**config.mk**
```make
export PLATFORM = sky130hd
export DESIGN_NAME = cors_tanh_tab
export DESIGN_NICKNAME = d
export VERILOG_FILES = /design/src/design/assert_macros.svh /design/src/design/cors_tanh_tab.sv
export SDC_FILE = /design/constraint.sdc
export NUM_CORES = 2
export LEC_CHECK = 0
export CAP_MARGIN = 20
export CORE_MARGIN = 2
export CORE_UTILIZATION = 35
export DETAILED_ROUTE_END_ITERATION = 6
export DONT_BUFFER_PORTS = 1
export HOLD_SLACK_MARGIN = 0.1
export SKIP_CTS_REPAIR_TIMING = 1
export SYNTH_ARGS = -nofsm -noshare
export SYNTH_HDL_FRONTEND = slang
export SYNTH_MEMORY_MAX_BITS = 65536
export SYNTH_SLANG_ARGS = --single-unit
```
**constraint.sdc**
```tcl
create_clock -name clk_i -period 2.3 [get_ports clk_i]
set_clock_uncertainty 0.2 [all_clocks]
set_input_delay 0.115 -clock clk_i [delete_from_list [all_inputs] [get_ports clk_i]]
set_output_delay 0.115 -clock clk_i [all_outputs]
set_load 0.05 [all_outputs]
```
**src/design/assert_macros.svh**
```systemverilog
// Assertion helpers for the RTL of the oscillator ring.
// Needs a clk_i clock and an active-low rst_ni reset in the scope of use.
`ifndef ASSERT_MACROS_SVH
`define ASSERT_MACROS_SVH

// Implication or plain property, checked on every rising clock edge out of reset.
`define ASSERT_PROP(lbl, prop, msg) \
  lbl: assert property (@(posedge clk_i) disable iff (!rst_ni) prop) else $error(msg);

// Condition that must never be seen out of reset.
`define ASSERT_NEVER(lbl, cond, msg) \
  lbl: assert property (@(posedge clk_i) disable iff (!rst_ni) !(cond)) else $error(msg);

`endif

```
**src/design/cors_tanh_tab.sv**
```systemverilog
// tanh magnitude table, Q1.16 values 0..1.0, filled after reset.
// Uses nothing from the package.
`default_nettype none

module cors_tanh_tab #(
  parameter int unsigned DEPTH = 256
) (
  input  logic                     clk_i,
  input  logic                     we_i,
  input  logic [$clog2(DEPTH)-1:0] waddr_i,
  input  logic [16:0]              wdata_i,
  input  logic [$clog2(DEPTH)-1:0] raddr_i,
  output logic [16:0]              rdata_o
);

  logic [16:0] tab_mem [DEPTH];

  always_ff @(posedge clk_i) begin
    if (we_i) begin
      tab_mem[waddr_i] <= wdata_i;
    end
  end

  always_ff @(posedge clk_i) begin
    rdata_o <= tab_mem[raddr_i];
  end

endmodule

`default_nettype wire

```
---- After elaboration in Yosys (flattened, before gate mapping) ----
Memory sizes are Yosys's and may differ from the RTL's. A register that Yosys moved wholly into a read port is not among the register bits.
Index checks and enable logic that the tools add are counted.
storage, ports and cells
  word-level logic and storage cells ...... 3
  RAM bits ................................ 4,352
  register bits ........................... 0
  memories ................................ 1
memory list
  name     words  bits a word  rd ports  clocked after memory_dff  write ports  RTL line             source
  tab_mem  256    17           1         1                         1            cors_tanh_tab.sv:16  logic [16:0] tab_mem [DEPTH];
operators by class
  mux-type cells .......................... 2
operators by type and width
  kind     number
  $mux W1  2

---- Longest topological paths before layout ----
  word-level depth ........................ 2
  mapped depth ............................ 13

---- Worst setup path before layout ----
No wires, ideal clock.
  path type ............................... input -> register
  start ................................... in waddr_i[3]
  end ..................................... mem tab_mem[235][0], enable pin
  required time ........................... 1.709 ns
  buffers on the path ..................... 3
  cell stages on the path ................. 6
  data arrival time ....................... 1.933 ns
  slack ................................... -0.223 ns
  setup time .............................. 0.391 ns
  path through ............................ clkbuf_1 > nor2b_1 > clkbuf_1 > nand4_1 > clkbuf_1 > nor2_1
RTL lines
  item             RTL line             source
  start, declared  cors_tanh_tab.sv:10  input logic [$clog2(DEPTH)-1:0] waddr_i,
  end, declared    cors_tanh_tab.sv:16
Straight into the memory's write port.

==> flow_summary.toml <==
[clocking]
clockRootBuffer = "clkbuf_16"
cts-htree-levels = 5
clock-sinks = 4369
clockBufferDepth = 4
clk_pin_slew_ns = 0.06
cts_buffers = 419
clock_latency_ns = 1.01
cts_tree = "built"

[detailed_routing]
first_pass_iters = 6
ant_nets = 0
drc = 0
routedWlPerCell_um = 31.24
wl_mm = 485.6
avgViaCountPerCell = 5.587
drt_iter0_markers = 11710
num_vias = 86850

[final_layout]
fin_nets = 8780
design_area_mm2 = 0.2000
area_delta_synth_final_pct = 17.87
drive_above_1_share_pct = 31.45
fin_cells = 15550

[floorplan]
start_util_pct = 35.15
die_area_mm2 = 0.4905
num_rows = 255
die_w_um = 700.3
ios = 52
die-height_um = 700.3
coreArea_mm2 = 0.4827

[placed_design]
placed_cells = 14670
place.gp.congestion = 0.8421
place_hpwl_mm = 259.0
placedInstanceArea_mm2 = 0.1838
io_buffers = 0

[sta]
setup_violations = 50
worstMarginPinSlew_ns = 2.074
relSlewSlack_pct = -38.27
holdWs_ns = -0.9155
rsz0062_at_grt = "yes"
setup_slack_ns = -0.4925
final_max_slew_viol_count = 389
period_share_pct = 121.4
clock.fmax_mhz = 358.1
min_period_ns = 2.793
hold_violations = 3863

[global_routing]
grt_overflow = 0
grt_pass1_wl_mm = 647.4
antenna_found_initial = 23
grt_max_degree = 257
grt_pass1_vias = 84520
grt_use_total_pct = 18.31

[outcome]
outcome = "complete, but fails checks"
violations = "negative hold slack, max-slew violations, negative setup slack"

[synth]
yosysUniqueCellTypes = 74
synth_flop_cell = "edfxtp_1"
ys_async_sr_fraction_pct = 0
yosysTopAreaCell = "edfxtp_1"
synth_top_area_share_pct = 77.01
synth_edf_count = 4352
synth_seq_area_share_pct = 77.21
synth_area_leaders = "edfxtp_1 (77%), mux4_2 (12%), mux2i_1 (3.0%), nor2_1 (0.74%), mux4_1 (0.71%)"
synth_nets = 7832
ys_ff_latch = 4369
syn_area_per_cell_um2 = 21.77
synthCells = 7797
yosysWarnings = 0
syn_area_mm2 = 0.1697

[flow_run]
drv_cap = 0

[setup_path]
start_kind = "primary input"
crit_type = "in2reg"
reg2reg_depth = 10
worstPathArrival_ns = 3.47
critical_path_required_ns = 2.98
end_kind = "flip-flop"
cp_max_fo = 69

[power]
cellPowerDensity_mw_per_mm2 = 830.2
peakVddDrop_v = 0.0006621
total_power_mw = 166.1
p_leak_nw = 63.60

[worst_hold_path]
whs_path_depth = 0
hp-class = "in2reg"
-- cells in the final DEF, fill, tap and decap left out, drive strengths merged, types with 15 or more instances in the layout --
| master | n |
|---|---|
| edfxtp | 4352 |
| mux4 | 943 |
| buf | 935 |
| clkbuf | 548 |
| mux2i | 509 |
| nor2 | 333 |
| nand2 | 216 |
| o22ai | 186 |
| clkinv | 186 |
| o221ai | 136 |
| nor3 | 109 |
| a21oi | 108 |
| nand3 | 65 |
| bufinv | 47 |
| o21ai | 46 |
| a22oi | 33 |
| dlygate4sd3 | 26 |
| nand4 | 21 |
| mux2 | 20 |
| diode | 18 |
| inv | 18 |
| dfxtp | 17 |
| a211oi | 17 |
| clkinvlp | 16 |
| nor4 | 16 |
| o311ai | 15 |
-- power by group --
part | internal (mW) | switching, mW | total (mW) | leakage (nW)
registers | 87.8 | 0.264 | 88.1 | 39.3
clock network | 39.6 | 30.3 | 69.9 | 6.79
logic | 3.49 | 4.57 | 8.06 | 17.6
total | 131 | 35.2 | 166 | 63.6
-- metal layers --
metal,vias up,part of all wire (%),track usage [%],routed length [µm]
li1,34910,-,-,-
met1,46660,40,25.30,193100
met2,4524,47,28.98,226700
met3,754,9.6,3.663,46790
met4,8,3.9,6.360,19000
met5,-,0.011,0,53
-- through the flow --
| step | util [%] | TNS, ns | setup WS [ns] |
|---|---|---|---|
| finish | 41.44 | -6.534 | -0.4925 |
| global route | 41.43 | -5.868 | -0.4713 |
| CTS | 40.97 | -38.77 | -2.602 |
| detailed placement | 38.08 | -57.01 | -3.688 |
| global placement | 38.07 | -53.65 | -3.484 |
| floorplan | - | -478.13 | -0.2234 |
-- sequential cells by signal, indices dropped and copies added (netlist names) --
register and flops:
tab_mem 4352, rdata_o 17
-- cell usage after synthesis, types with 42 or more instances --
library cell	instances
edfxtp_1	4352
buf_12	44
nor3_1	109
clkbuf_1	150
nand3_1	65
buf_6	57
nand2_1	216
o221ai_1	134
buf_2	95
mux4_2	897
o22ai_1	186
mux2i_1	509
a21oi_1	108
nor2_1	333
o21ai_0	42
mux4_1	46
-- kinds of logic after synthesis --
logic type             count (synthesis)  synth area share [%]
multiplexers                        1472                 15.75
AO/OA/AOI/OAI                        649                 2.705
flip-flops                          4369                 77.21
AND/OR/NAND/NOR                      836                 2.190
buffers and inverters                471                 2.145
-- worst max-delay path, stage by stage --
cell and delay [ns]:
buf_16 0.13, buf_16 0.17, buf_16 0.36, buf_16 0.32
mux4_2 0.39, mux4_2 0.55, a22o_4 0.30, a31oi_1 0.16
buf_4 0.14, a22oi_2 0.12, and3_1 0.21
-- final timing paths --
path / from / slack, ns / to
worst max-delay path: raddr_i[1] / -0.49 / rdata_o[11]
worst min-delay path: wdata_i[3] / -0.92 / tab_mem[213][3]
worst max register to register: tab_mem[239][2] / -0.43 / rdata_o[2]
worst min register to register: tab_mem[72][16] / 0.88 / rdata_o[16]
-- area by class of cell --
cell class,count,area [µm²]
inverter,5,31.28
tap,6425,8039
fill,41500,282700
clock buffer,516,11030
clock inverter,262,2894
timing repair buffer,993,10650
antenna,18,45.04
multi-input combinational,2957,36310
sequential,4369,131000
Note: power is estimated with default switching activity, not from simulation.
