**src/design/assert_macros.svh**
```systemverilog
// Assertion helpers for the RTL of the oscillator ring.
// Needs a clk_i clock and an active-low rst_ni reset in the scope of use.
`ifndef ASSERT_MACROS_SVH
`define ASSERT_MACROS_SVH

// Implication or plain property, checked on every rising clock edge out of reset.
`define ASSERT_PROP(lbl, prop, msg) \
  lbl: assert property (@(posedge clk_i) disable iff (!rst_ni) prop) else $error(msg);

// Condition that must never be seen out of reset.
`define ASSERT_NEVER(lbl, cond, msg) \
  lbl: assert property (@(posedge clk_i) disable iff (!rst_ni) !(cond)) else $error(msg);

`endif

```
**src/design/cors_mul.sv**
```systemverilog
// Shared signed 32x32 multiplier with a registered 64-bit product.
// Uses nothing from the package.
`default_nettype none

module cors_mul (
  input  logic               clk_i,
  input  logic signed [31:0] a_i,
  input  logic signed [31:0] b_i,
  output logic signed [63:0] p_o
);

  logic signed [63:0] p_q;

  always_ff @(posedge clk_i) begin
    p_q <= 64'(a_i) * 64'(b_i);
  end

  assign p_o = p_q;

endmodule

`default_nettype wire

```
**config.mk**
```make
export PLATFORM = sky130hd
export DESIGN_NAME = cors_mul
export DESIGN_NICKNAME = d
export VERILOG_FILES = /design/src/design/assert_macros.svh /design/src/design/cors_mul.sv
export SDC_FILE = /design/constraint.sdc
export NUM_CORES = 2
export LEC_CHECK = 0
export BUFFER_PORTS_ARGS = -buffer_cell sky130_fd_sc_hd__buf_2
export CAP_MARGIN = 10
export CORE_MARGIN = 2
export CORE_UTILIZATION = 50
export DETAILED_ROUTE_END_ITERATION = 10
export PLACE_DENSITY = 0.66
export SLEW_MARGIN = 20
export SYNTH_ARGS = -nofsm -noshare
export SYNTH_HDL_FRONTEND = slang
export SYNTH_SLANG_ARGS = --single-unit
```
**constraint.sdc**
```tcl
create_clock -name clk_i -period 7.8 [get_ports clk_i]
set_input_delay 1.17 -clock clk_i [delete_from_list [all_inputs] [get_ports clk_i]]
set_output_delay 1.17 -clock clk_i [all_outputs]
set_load 0.02 [all_outputs]
```
; ---- Word-level counts from Yosys, hierarchy flattened
; Index checks and enable logic that the tools add are counted.
[word_totals]
ff_bits = 64
inputBits = 65
out_inout_bits = 64
[classes]
mul = 1
[ops]
columns = op, count
row1 = 32-bit by 32-bit multiplier with 64-bit output, 1

; ---- Logic depth before layout (Yosys ltp)
[logic_depth]
ltp_word = 1
ltp_mapped = 28
mapped_depth_nobuf = 27

; ---- Least setup slack after synthesis
; OpenSTA, ideal clock, no wires.
[synth_timing]
path_kind = input-to-reg
startpoint = input b_i[2]
endpoint = register p_q[62], in the netlist p_o[62]
arrival_ps = 8359
required_time_ps = 7728
slack_ps = -631
cell_stages = 24
path_cell_list = clkbuf_1 -> nand2_1 -> inv_1 -> fa_1 -> fa_1 -> fa_1 -> fa_1 -> inv_1 -> fa_1 -> inv_1 -> fa_1 -> inv_1 -> fa_1 -> inv_1 -> fa_1 -> ha_1 -> and3_1 -> nand2_1 -> or3_1 -> o22a_1 -> o211ai_1 -> a31oi_1 -> o31ai_1 -> xor2_1
[synth_via]
elab_chain_len = 1
[synth_lines]
columns = element, line_no
row1 = start: declaration, cors_mul.sv:8  ; input logic signed [31:0] b_i,
row2 = 32-bit by 32-bit multiplier with 64-bit output, cors_mul.sv:15  ; p_q <= 64'(a_i) * 64'(b_i);
row3 = end signal: assignment, cors_mul.sv:15
row4 = end: declaration, cors_mul.sv:12  ; logic signed [63:0] p_q;
; Every way passes these cells.

; ---- Final worst setup path
[layout_timing]
startpoint = input b_i[4]
endpoint = register p_q[62], in the netlist p_o[62]
; Same word-level chain as after synthesis.

==> results.sh <==
export IMPL_synth_area_top_cells="fa_1 58%, inv_1 9.6%, and2_1 8.7%"
export IMPL_hold_buffers=0
export IMPL_vias=27100
export IMPL_synth_top_family_by_area="adder cells"
export IMPL_synth_top_area_frac=0.582
export IMPL_met1_length_um=42700
export IMPL_rsz0062_at_grt="yes"
export IMPL_synth_edf_count=0
export IMPL_netlist_top_cells_count="1082 x fa_1, 952 x inv_1, 516 x and2_1"
export IMPL_crit_path_start_kind="input port"
export IMPL_worstPathRequired_ns=8.13
export IMPL_crit_end="p_o[62]"
export IMPL_fin_crit_sh=1.04
export IMPL_synth_compound_area_frac=0.0346
export IMPL_dieHeight_um=277
export IMPL_violations="setup timing"
export IMPL_arrival_ns=8.47
export IMPL_slowest_stage="fa_1"
export IMPL_ys_async_sr_fraction=0
export IMPL_fin_crit_ns=8.14
export IMPL_clk_path_buf_depth=2
export IMPL_ant_nets=0
export IMPL_synth_flop_cell="dfxtp_1"
export IMPL_die_area_sq_um=76700
export IMPL_via_per_inst=5.13
export IMPL_synthToLayoutAreaGrowth_pct=19.6
export IMPL_first_iter_violations=1508
export IMPL_dp_hpwl_um=87400
export IMPL_pin_count=129
export IMPL_holdPathStages=3
export IMPL_wirelength_um=103000
export IMPL_drv_slew=0
export IMPL_cpPeakStageDelay_ns=0.59
export IMPL_setup_ws_ns=-0.341
export IMPL_slew_headroom=0.704
export IMPL_worst_slew_pin_slew_ns=0.439
export IMPL_core_area_sq_um=74100
export IMPL_grt_max_degree=30
export IMPL_whs_ns=1.32
export IMPL_critPathCaptureType="register"
export IMPL_clkTransAtPathRegs_ns=0.07
export IMPL_cpMostUsedCell="fa_1"
export IMPL_row_count=100
export IMPL_synth_seq_cells=64
export IMPL_cts_tree="yes"
export IMPL_critPathMaxFanout=5
export IMPL_dr_wl_met2_um=51000
export IMPL_syn_inst=3884
export IMPL_top_layer="met5"
export IMPL_syn_area_sq_um=37200
export IMPL_avgSynthCellArea_sq_um=9.59
export IMPL_synthSimpleGateAreaFrac=0.154
export IMPL_routabilityCongestion=0.977
export IMPL_numCtsBuffers=9
export IMPL_seq_area_sq_um=1280
export IMPL_grt_use_total=0.280
export IMPL_cp_startpoint="b_i[4]"
export IMPL_ys_seq_area_frac=0.0344
export IMPL_die_w_um=277
export IMPL_initial_utilization=0.503
export IMPL_setup_viol=9
export IMPL_nNetsFinal=5646
export IMPL_yosysMostFrequentCell="fa_1"
export IMPL_hp_class="input port to register"
export IMPL_cts_sinks=64
export IMPL_multi_input_area_sq_um=32700
export IMPL_grt_ovfl_total=0
export IMPL_yosys_area_top_type="fa_1"
export IMPL_fillers=6316
export IMPL_routedWlPerCell_um=19.5
export IMPL_timing_hold_violations_final=0
export IMPL_antenna_found_initial=4
export IMPL_synth_adder_area_share=0.643
export IMPL_grt_pass1_vias=30100
export IMPL_grt_pass1_wl_um=166000
export IMPL_yosys_warnings=0
export IMPL_wl_met3_um=6400
export IMPL_largest_register_ff_count=64
export IMPL_io_buffers=128
export IMPL_crit_type="input port to register"
export IMPL_synth_cell_types=63
export IMPL_first_pass_iters=5
export IMPL_status="finished with violations"
export IMPL_max_cap_viol_count=0
export IMPL_muxShareOfSynthArea=0
export IMPL_root_buffer="clkbuf_16"
export IMPL_fmax_mhz=123
export IMPL_h_tree_depth=3
export IMPL_post_route_drc_count=0
export IMPL_synthesis_nets=5215
export IMPL_drive_above_1_share=0.190
export IMPL_synth_xor_area_frac=0.0176
-- cell families (layout without fill, tap and decap cells) --
group / after synthesis / count (layout)
adders and majority gates: 1266 / 1266
buffers and inverters: 1152 / 1588
and+or+nand+nor: 1134 / 1134
AOI/OAI and AO/OA: 193 / 193
xor gates and xnor gates: 75 / 75
DFF: 64 / 64
other: 0 / 2
-- per-layer routing --
| layer | global-route usage | vias up |
|---|---|---|
| li1 | - | 11900 |
| met1 | 0.379 | 14200 |
| met2 | 0.477 | 824 |
| met3 | 0.0371 | 156 |
| met4 | 0.0761 | 4 |
| met5 | 0 | - |
-- cell type report --
class                      instances  share of cell area
sequential                        64              0.0288
antenna                            2            0.000112
tap                              969              0.0272
timing repair buffer             620               0.124
clock buffer                      11             0.00523
inverter                         952              0.0803
clock inverter                     5            0.000759
multi-input combinational       2668               0.733
-- per-stage QoR --
step | utilization | cell area (sq um) | cells | TNS, ns | setup WS [ns]
after global routing | 0.601 | 44500 | 5291 | -3.96 | -0.480
after CTS | 0.589 | 43600 | 5269 | -1.44 | -0.321
after detailed placement | 0.572 | 42400 | 5234 | -25.12 | -1.45
final | 0.601 | 44500 | 5291 | -1.80 | -0.341
after global placement | 0.572 | 42400 | 5234 | -22.54 | -1.34
after floorplan | - | 37500 | 3884 | -1.14 | -0.360
-- placed cells by master (no fill, tap or decap), types with 15 or more instances in the layout --
cell type,count
a21o_1,23
xnor2_1,50
dfxtp_1,64
inv_1,938
a21oi_2,20
and2_1,507
nand2_1,502
buf_6,46
fa_2,29
buf_2,80
buf_12,45
ha_1,157
xor2_1,22
o21ai_0,15
buf_4,422
nor2_1,37
fa_1,1053
clkbuf_16,16
ha_4,27
a21oi_1,45
-- repair_timing --
item	in CTS	in global routing
endpoints found under the setup margin	30	26
endpoints found under the hold margin	0	0
setup buffers	12	13
gates resized for setup	168	142
pin swaps	60	93
gates cloned	7	7
-- worst min path at each step --
stage                 start      end
floorplan            b_i[0]   p_o[0]
global placement    p_o[14]  p_o[14]
detailed placement   p_o[3]   p_o[3]
CTS                  a_i[0]   p_o[0]
global route         a_i[0]   p_o[0]
finish               a_i[0]   p_o[0]
-- worst max-delay path, delay by kind of cell --
| family | cells | cell delay [ns] |
|---|---|---|
| buffers and inverters | 9 | 1.19 |
| XOR/XNOR | 1 | 0.16 |
| AND/OR/NAND/NOR | 4 | 0.79 |
| adder cells (fa/ha/maj) | 9 | 4.53 |
| AO/OA/AOI/OAI | 4 | 0.64 |
Power is left out: the tool's default activity adds up to more than one toggle a clock period on the data nets, which glitch-free logic cannot reach.
