--- src/design/assert_macros.svh ---
// Assertion helpers for the RTL of the oscillator ring.
// Needs a clk_i clock and an active-low rst_ni reset in the scope of use.
`ifndef ASSERT_MACROS_SVH
`define ASSERT_MACROS_SVH

// Implication or plain property, checked on every rising clock edge out of reset.
`define ASSERT_PROP(lbl, prop, msg) \
  lbl: assert property (@(posedge clk_i) disable iff (!rst_ni) prop) else $error(msg);

// Condition that must never be seen out of reset.
`define ASSERT_NEVER(lbl, cond, msg) \
  lbl: assert property (@(posedge clk_i) disable iff (!rst_ni) !(cond)) else $error(msg);

`endif

--- src/design/cors_pkg.sv ---
// Shared types, codes, constants and the saturation helper for the oscillator ring.
// No dependencies.
`default_nettype none

package cors_pkg;

  localparam logic signed [31:0] QOne = 32'sh0001_0000;
  localparam logic signed [31:0] QTwo = 32'sh0002_0000;

  // quotient bits produced by the serial divider
  localparam int unsigned DivSteps = 32;

  localparam logic signed [31:0] ThetaRst    = 32'sd32768;
  localparam logic signed [31:0] CouplingRst = 32'sd49152;
  localparam logic signed [31:0] CurrentRst  = 32'sd13107;
  localparam logic signed [31:0] AlphaRst    = 32'sd393216;
  localparam logic signed [31:0] EpsilonRst  = 32'sd1311;
  localparam logic signed [31:0] InvBetaRst  = 32'sd655360;
  localparam logic [30:0]        TimeStepRst = 31'd655;

  typedef enum logic [1:0] {
    ModeLoad = 2'd0,
    ModeStep = 2'd1,
    ModeRead = 2'd2
  } mode_e;

  typedef enum logic [2:0] {
    CfgTheta    = 3'd0,
    CfgCoupling = 3'd1,
    CfgCurrent  = 3'd2,
    CfgAlpha    = 3'd3,
    CfgEpsilon  = 3'd4,
    CfgInvBeta  = 3'd5,
    CfgTimeStep = 3'd6
  } cfg_idx_e;

  typedef struct packed {
    logic busy;
    logic done;
  } div_status_t;

  function automatic logic signed [31:0] sat32(input logic signed [63:0] v);
    if (v > 64'sd2147483647) begin
      return 32'sh7FFF_FFFF;
    end else if (v < -64'sd2147483648) begin
      return 32'sh8000_0000;
    end else begin
      return v[31:0];
    end
  endfunction

endpackage

`default_nettype wire

--- src/design/cors_div.sv ---
// Restoring divider, one quotient bit per cycle, for the tanh table build.
// Depends on cors_pkg (div_status_t, DivSteps).
`default_nettype none

module cors_div (
  input  logic                 clk_i,
  input  logic                 rst_ni,
  input  logic                 start_i,
  input  logic [63:0]          num_i,
  input  logic [31:0]          den_i,
  output logic [31:0]          quot_o,
  output cors_pkg::div_status_t status_o
);
  import cors_pkg::*;

  logic [31:0] rem_q, num_q, den_q, quo_q;
  logic [4:0]  cnt_q;
  logic        busy_q, done_q;
  logic [32:0] trial, diff;
  logic        ge;

  // numerator high word must already be below the divisor
  assign trial = {rem_q, num_q[31]};
  assign diff  = trial - {1'b0, den_q};
  assign ge    = trial >= {1'b0, den_q};

  always_ff @(posedge clk_i or negedge rst_ni) begin
    if (!rst_ni) begin
      busy_q <= 1'b0;
      done_q <= 1'b0;
      cnt_q  <= '0;
    end else begin
      done_q <= 1'b0;
      if (start_i) begin
        busy_q <= 1'b1;
        cnt_q  <= '0;
      end else if (busy_q) begin
        cnt_q <= cnt_q + 5'd1;
        if (cnt_q == 5'(DivSteps - 1)) begin
          busy_q <= 1'b0;
          done_q <= 1'b1;
        end
      end
    end
  end

  always_ff @(posedge clk_i) begin
    if (start_i) begin
      rem_q <= num_i[63:32];
      num_q <= num_i[31:0];
      den_q <= den_i;
      quo_q <= '0;
    end else if (busy_q) begin
      rem_q <= ge ? diff[31:0] : trial[31:0];
      num_q <= {num_q[30:0], 1'b0};
      quo_q <= {quo_q[30:0], ge};
    end
  end

  assign quot_o   = quo_q;
  assign status_o = '{busy: busy_q, done: done_q};

endmodule

`default_nettype wire

--- config.mk ---
export PLATFORM = sky130hd
export DESIGN_NAME = cors_div
export DESIGN_NICKNAME = d
export VERILOG_FILES = /design/src/design/assert_macros.svh /design/src/design/cors_pkg.sv /design/src/design/cors_div.sv
export SDC_FILE = /design/constraint.sdc
export NUM_CORES = 1
export LEC_CHECK = 0
export BUFFER_PORTS_ARGS = -buffer_cell sky130_fd_sc_hd__buf_4
export CAP_MARGIN = 20
export CORE_AREA = 5 5 129 131
export CTS_BUF_LIST = sky130_fd_sc_hd__clkbuf_16
export DETAILED_ROUTE_END_ITERATION = 10
export DIE_AREA = 0 0 134 136
export PLACE_DENSITY = 0.71
export SETUP_SLACK_MARGIN = 0.1
export SLEW_MARGIN = 10
export SYNTH_ARGS = -nofsm -noshare
export SYNTH_HDL_FRONTEND = slang
export SYNTH_SLANG_ARGS = --single-unit
--- constraint.sdc ---
create_clock -name clk_i -period 3.7 [get_ports clk_i]
set_clock_uncertainty 0.2 [all_clocks]
set_input_delay 0.37 -clock clk_i [delete_from_list [all_inputs] [get_ports clk_i]]
set_output_delay 0.37 -clock clk_i [all_outputs]
set_load 0.01 [all_outputs]
---- Word-level counts from Yosys, hierarchy flattened ----
Index checks and enable logic that the tools add are counted.
storage, ports and cells
  register bits after elaboration ......... 135
  input bits .............................. 99
cells by class
  add/sub/neg operators ................... 2
  magnitude comparators ................... 1
  equal/unequal tests ..................... 1
  mux-type cells .......................... 13
  reductions and logical operators ........ 1
operators by type and width
  cell                                                            count
  32-bit 2-to-1 mux                                               5
  33-bit by 32-bit greater-or-equal comparator with 1-bit output  1
  32-bit subtractor                                               1
  5-bit 2-to-1 mux                                                2
  1-bit 2-to-1 mux                                                6
  5-bit by 1-bit adder with 5-bit output (second input constant)  1
  5-bit == test (second input constant)                           1
  2-bit nonzero test                                              1

---- Depth between registers and ports, before layout ----
  depth in word-level cells ............... 4
  depth in mapped cells ................... 14

---- Worst setup path after synthesis ----
OpenSTA, ideal clock, no wires.
  kind .................................... register to register
  start ................................... reg rem_q[23]
  end ..................................... reg rem_q[10], data pin
  library setup time ...................... 0.260 ns
  arrival ................................. 2.830 ns
  required time ........................... 3.240 ns
  path slack .............................. 0.410 ns
  cell stages (with the launch flop) ...... 13
  period minus slack after synthesis ...... 3.290 ns
  cells stage by stage .................... edfxtp_1 -> ha_1 -> buf_2 -> a21oi_1 -> o21ai_0 -> a221o_1 -> a21o_1 -> a21oi_2 -> o21ai_2 -> nor2_4 -> buf_6 -> mux2_4 -> mux2_2
on the way
  longest elaborated chain between the ends .. 4
ends and longest elaborated chain
  item                                                            line            RTL
  from (decl)                                                     cors_div.sv:16  logic [31:0] rem_q, num_q, den_q, quo_q;
  from (signal assigned)                                          cors_div.sv:49  rem_q <= num_i[63:32];
  from (signal assigned)                                          cors_div.sv:54  rem_q <= ge ? diff[31:0] : trial[31:0];
  33-bit by 32-bit greater-or-equal comparator with 1-bit output  cors_div.sv:25  assign ge = trial >= {1'b0, den_q};
  32-bit 2-to-1 mux                                               cors_div.sv:54
  32-bit 2-to-1 mux                                               cors_div.sv:53  end else if (busy_q) begin
  32-bit 2-to-1 mux                                               cors_div.sv:48  if (start_i) begin
No other way between the ends. The select of a mux whose other input is x is not followed.
A chain may end at the register's enable or synchronous reset.

---- Worst setup path in the final report ----
  start ................................... reg rem_q[5]
  end ..................................... reg rem_q[15], data pin
on the way
  longest elaborated chain between the ends .. 4
  elaborated cells between the ends (all ways) .. 5
  classes of those cells .................. add/sub (1); order compare (1); mux (3)
ends and longest elaborated chain
  item                                                                                                 line
  32-bit subtractor or 33-bit by 32-bit greater-or-equal comparator with 1-bit output (tied branches)  cors_div.sv:24, cors_div.sv:25
  32-bit 2-to-1 mux (*)                                                                                cors_div.sv:54
  32-bit 2-to-1 mux (*)                                                                                cors_div.sv:53
  32-bit 2-to-1 mux (*)                                                                                cors_div.sv:48
Every way passes the cells marked *; elsewhere a longest branch is shown, timed or not. The select of a mux whose other input is x is not followed.

==> metrics.md <==
| Metric | Value |
|---|---|
| Slew Viols, Final | 0 |
| Final-report hold violation count | 0 |
| Worst-skew pair later-pin latency | 0.43 ns |
| RSZ-0062 raised after global routing | false |
| Largest net degree at the start of global routing | 155 |
| Leakage power | 4.38 nW |
| Post-Route Setup TNS | 0 ns |
| Routed Antenna Nets | 0 |
| Synth area leader | edfxtp_1 |
| P&R area growth vs syn | 29.1% |
| Async set or reset register ratio after synthesis | 5.19% |
| CP Capture Type | register |
| Period utilization | 94.2% |
| Fin cells | 1016 |
| Hold Crit Class | input pin to register |
| Post-placement cell count | 946 |
| Avg Cell Area, Syn | 11.6 um^2 |
| # IOs | 133 |
| Worst slew margin | 50.4% |
| CTS Buffer Depth | 2 |
| Dpl ws | 0.169 ns |
| DRT iter0 DRCs | 353 |
| Final Util | 62.5% |
| Sink Count | 135 |
| Post-synthesis xor/xnor area fraction | 3.39% |
| Post-synthesis adder-cell area fraction | 5.94% |
| Fmax | 0.287 GHz |
| Status | complete, no violations |
| DP Wirelength | 11400 um |
| Vias in the first global route | ~5500 |
| Final setup violation count | 0 |
| Total gr overflow | 0 |
| Kind of critical path | register to register |
| Critical Path RT | 3.67 ns |
| Clk root buf | clkbuf_16 |
| Routability Congestion | 0.872 |
| Final #Nets | about 950 |
| IO buf count | around 130 |
| Count of different cell masters after synthesis | 64 |
| #FFs+latches synth | 135 |
| PD cells | 720 nW/um^2 |
| Die footprint | 18200 um^2 |
| Number of synthesized flops with an enable pin | 96 |
| Synth Area in Simple Gates | about a tenth |
| Synth Warn # | 0 |
| Die height | 136 um |
| First-pass GRT wire length | between 20000 and 30000 um |
| Layout cells sized above 1 | roughly a third |
| Num rows | 46 |
| Dominant synthesized flop cell | edfxtp_1 |
| Post-synth top area share | 38.4% |
| Die width | 134 um |
| Count leader, synth | edfxtp_1 |
| Peak VDD IR | roughly 0.0004 V |
| Main combinational cell family by area after synthesis | multiplexers |
| Final setup margin | 0.215 ns |
| Final min period | 3.49 ns |
| Vias | 5500 |
| First-pass DRT Iterations | 5 |
| Initial antenna violation count | 0 |
| DRT Wirelength | 16400 um |
| TritonCTS clock tree | built |
| Post-Syn Instances | 649 |
| Mapped Nets | roughly 780 |
| Vias per std cell | 5.41 |
| Netlist Area Pre-Place | 7500 um^2 |
| Synth area leaders | edfxtp_1, mux2_2, dfxtp_1, ha_1, mux2i_1 |
| MaxCap Viol Count | 0 |
| DRC Markers | 0 |
| Clock Pin Slew Worst Setup and Hold Paths | 0.06 ns |
| Worst-Margin Slew | ~0.74 ns |
| Starting density of the core | 48.4% |
| Htree depth | 4 |
| Synth cell count leaders | edfxtp_1, mux2_2, nor2_1 |
| GRT Overall Usage | 17.9% |
| Total Power | 0.00697 W |
| Post-synthesis mux area share | around 17% |
| Post-synthesis compound-gate area fraction | between 10% and 20% |
| Crit path DAT | 3.45 ns |
| Avg WL per Cell | 16.1 um |
| Crit Path Max Fanout | 10 |
| Sequential fraction of the synthesis area | 49.3% |
| CTS buffer count | 17 |
| Startpoint types | register |
| Core Box Area | between 15000 and 20000 um^2 |
| N_diodes | 0 |
[report_power, final]
part	internal (W)	total [W]	switching, W
sequential	0.00196	0.00210	0.000141
combinational	0.00159	0.00312	0.00153
clock	0.00101	0.00175	0.000742
[sequential cells by signal, indices dropped and copies added, names as in the netlist]
signal and flops:
den_q 32, num_q 32, quot_o 32, rem_q 32, cnt_q 5, busy_q 1
done_q 1
[cells in the final DEF, fill, tap and decap left out, types with 31 or more instances in the layout]
| cell | instances |
|---|---|
| buf_4 | 139 |
| edfxtp_1 | 96 |
| mux2_2 | 57 |
| nor2_1 | 53 |
| mux2i_1 | 41 |
| inv_1 | 40 |
| nand2_1 | 36 |
| dlygate4sd3_1 | 33 |
| a21oi_1 | 32 |
| dfxtp_1 | 32 |
| ha_1 | 31 |
[cells by family after synthesis]
logic type / after synthesis
adders and majority gates: 35
xor gates and xnor gates: 29
and+or+nand+nor: 148
AOI/OAI and AO/OA: 118
muxes: 111
DFF: 135
buffers and inverters: 73
[worst paths after layout]
path	slack, ns	cells after the start	start	end
max	0.21	12	rem_q[5]	rem_q[15]
max reg2reg	0.21	12	rem_q[5]	rem_q[15]
min	0.03	2	num_i[0]	num_q[0]
min in group asynchronous	0.11	2	rst_ni	cnt_q[4]
max in group asynchronous	3.06	2	rst_ni	busy_q
min reg2reg	0.31	2	quot_o[31]	quot_o[31]
[stage by stage]
step	hold WS, ns	area (um^2)
after floorplan	-0.126	7500
after global placement	-0.0130	8650
after detailed placement	-0.0126	8650
after CTS	0.00878	9600
after global routing	0.0192	9680
final	0.0282	9680
[layout make-up]
| cell class | count | area, um^2 |
|---|---|---|
| multi-input combinational | 441 | 3510 |
| timing repair buffer | 176 | 1460 |
| inverter | 40 | 150 |
| fill | 1250 | 5800 |
| tap | 192 | 240 |
| sequential | 135 | 3700 |
| clock inverter | 14 | 169 |
| clock buffer | 18 | 450 |
[metal layers]
layer,wire length [um],track usage (%)
met2,7690,29.3
met5,0,0
met3,1300,7.22
met4,318,6.40
met1,7090,21.6
[worst max-delay path, stage by stage, from the launching register on]
cell and delay, ns:
edfxtp_1 0.38, ha_1 0.42, and4_1 0.28, nand3_1 0.09, a31o_1 0.26, a31oi_4 0.27
o311ai_4 0.15, a21oi_4 0.25, nor2_4 0.07, buf_4 0.14, clkbuf_16 0.17, mux2_4 0.29
mux2_2 0.26
[repair_timing]
| action | CTS | global route |
|---|---|---|
| setup endpoints to repair | 0 | 21 |
| resized for setup | 0 | 8 |
| hold endpoints to repair | 39 | 0 |
| hold buffers | 33 | 0 |
| setup buffers | 0 | 4 |
(Power assumes the default switching activity.)
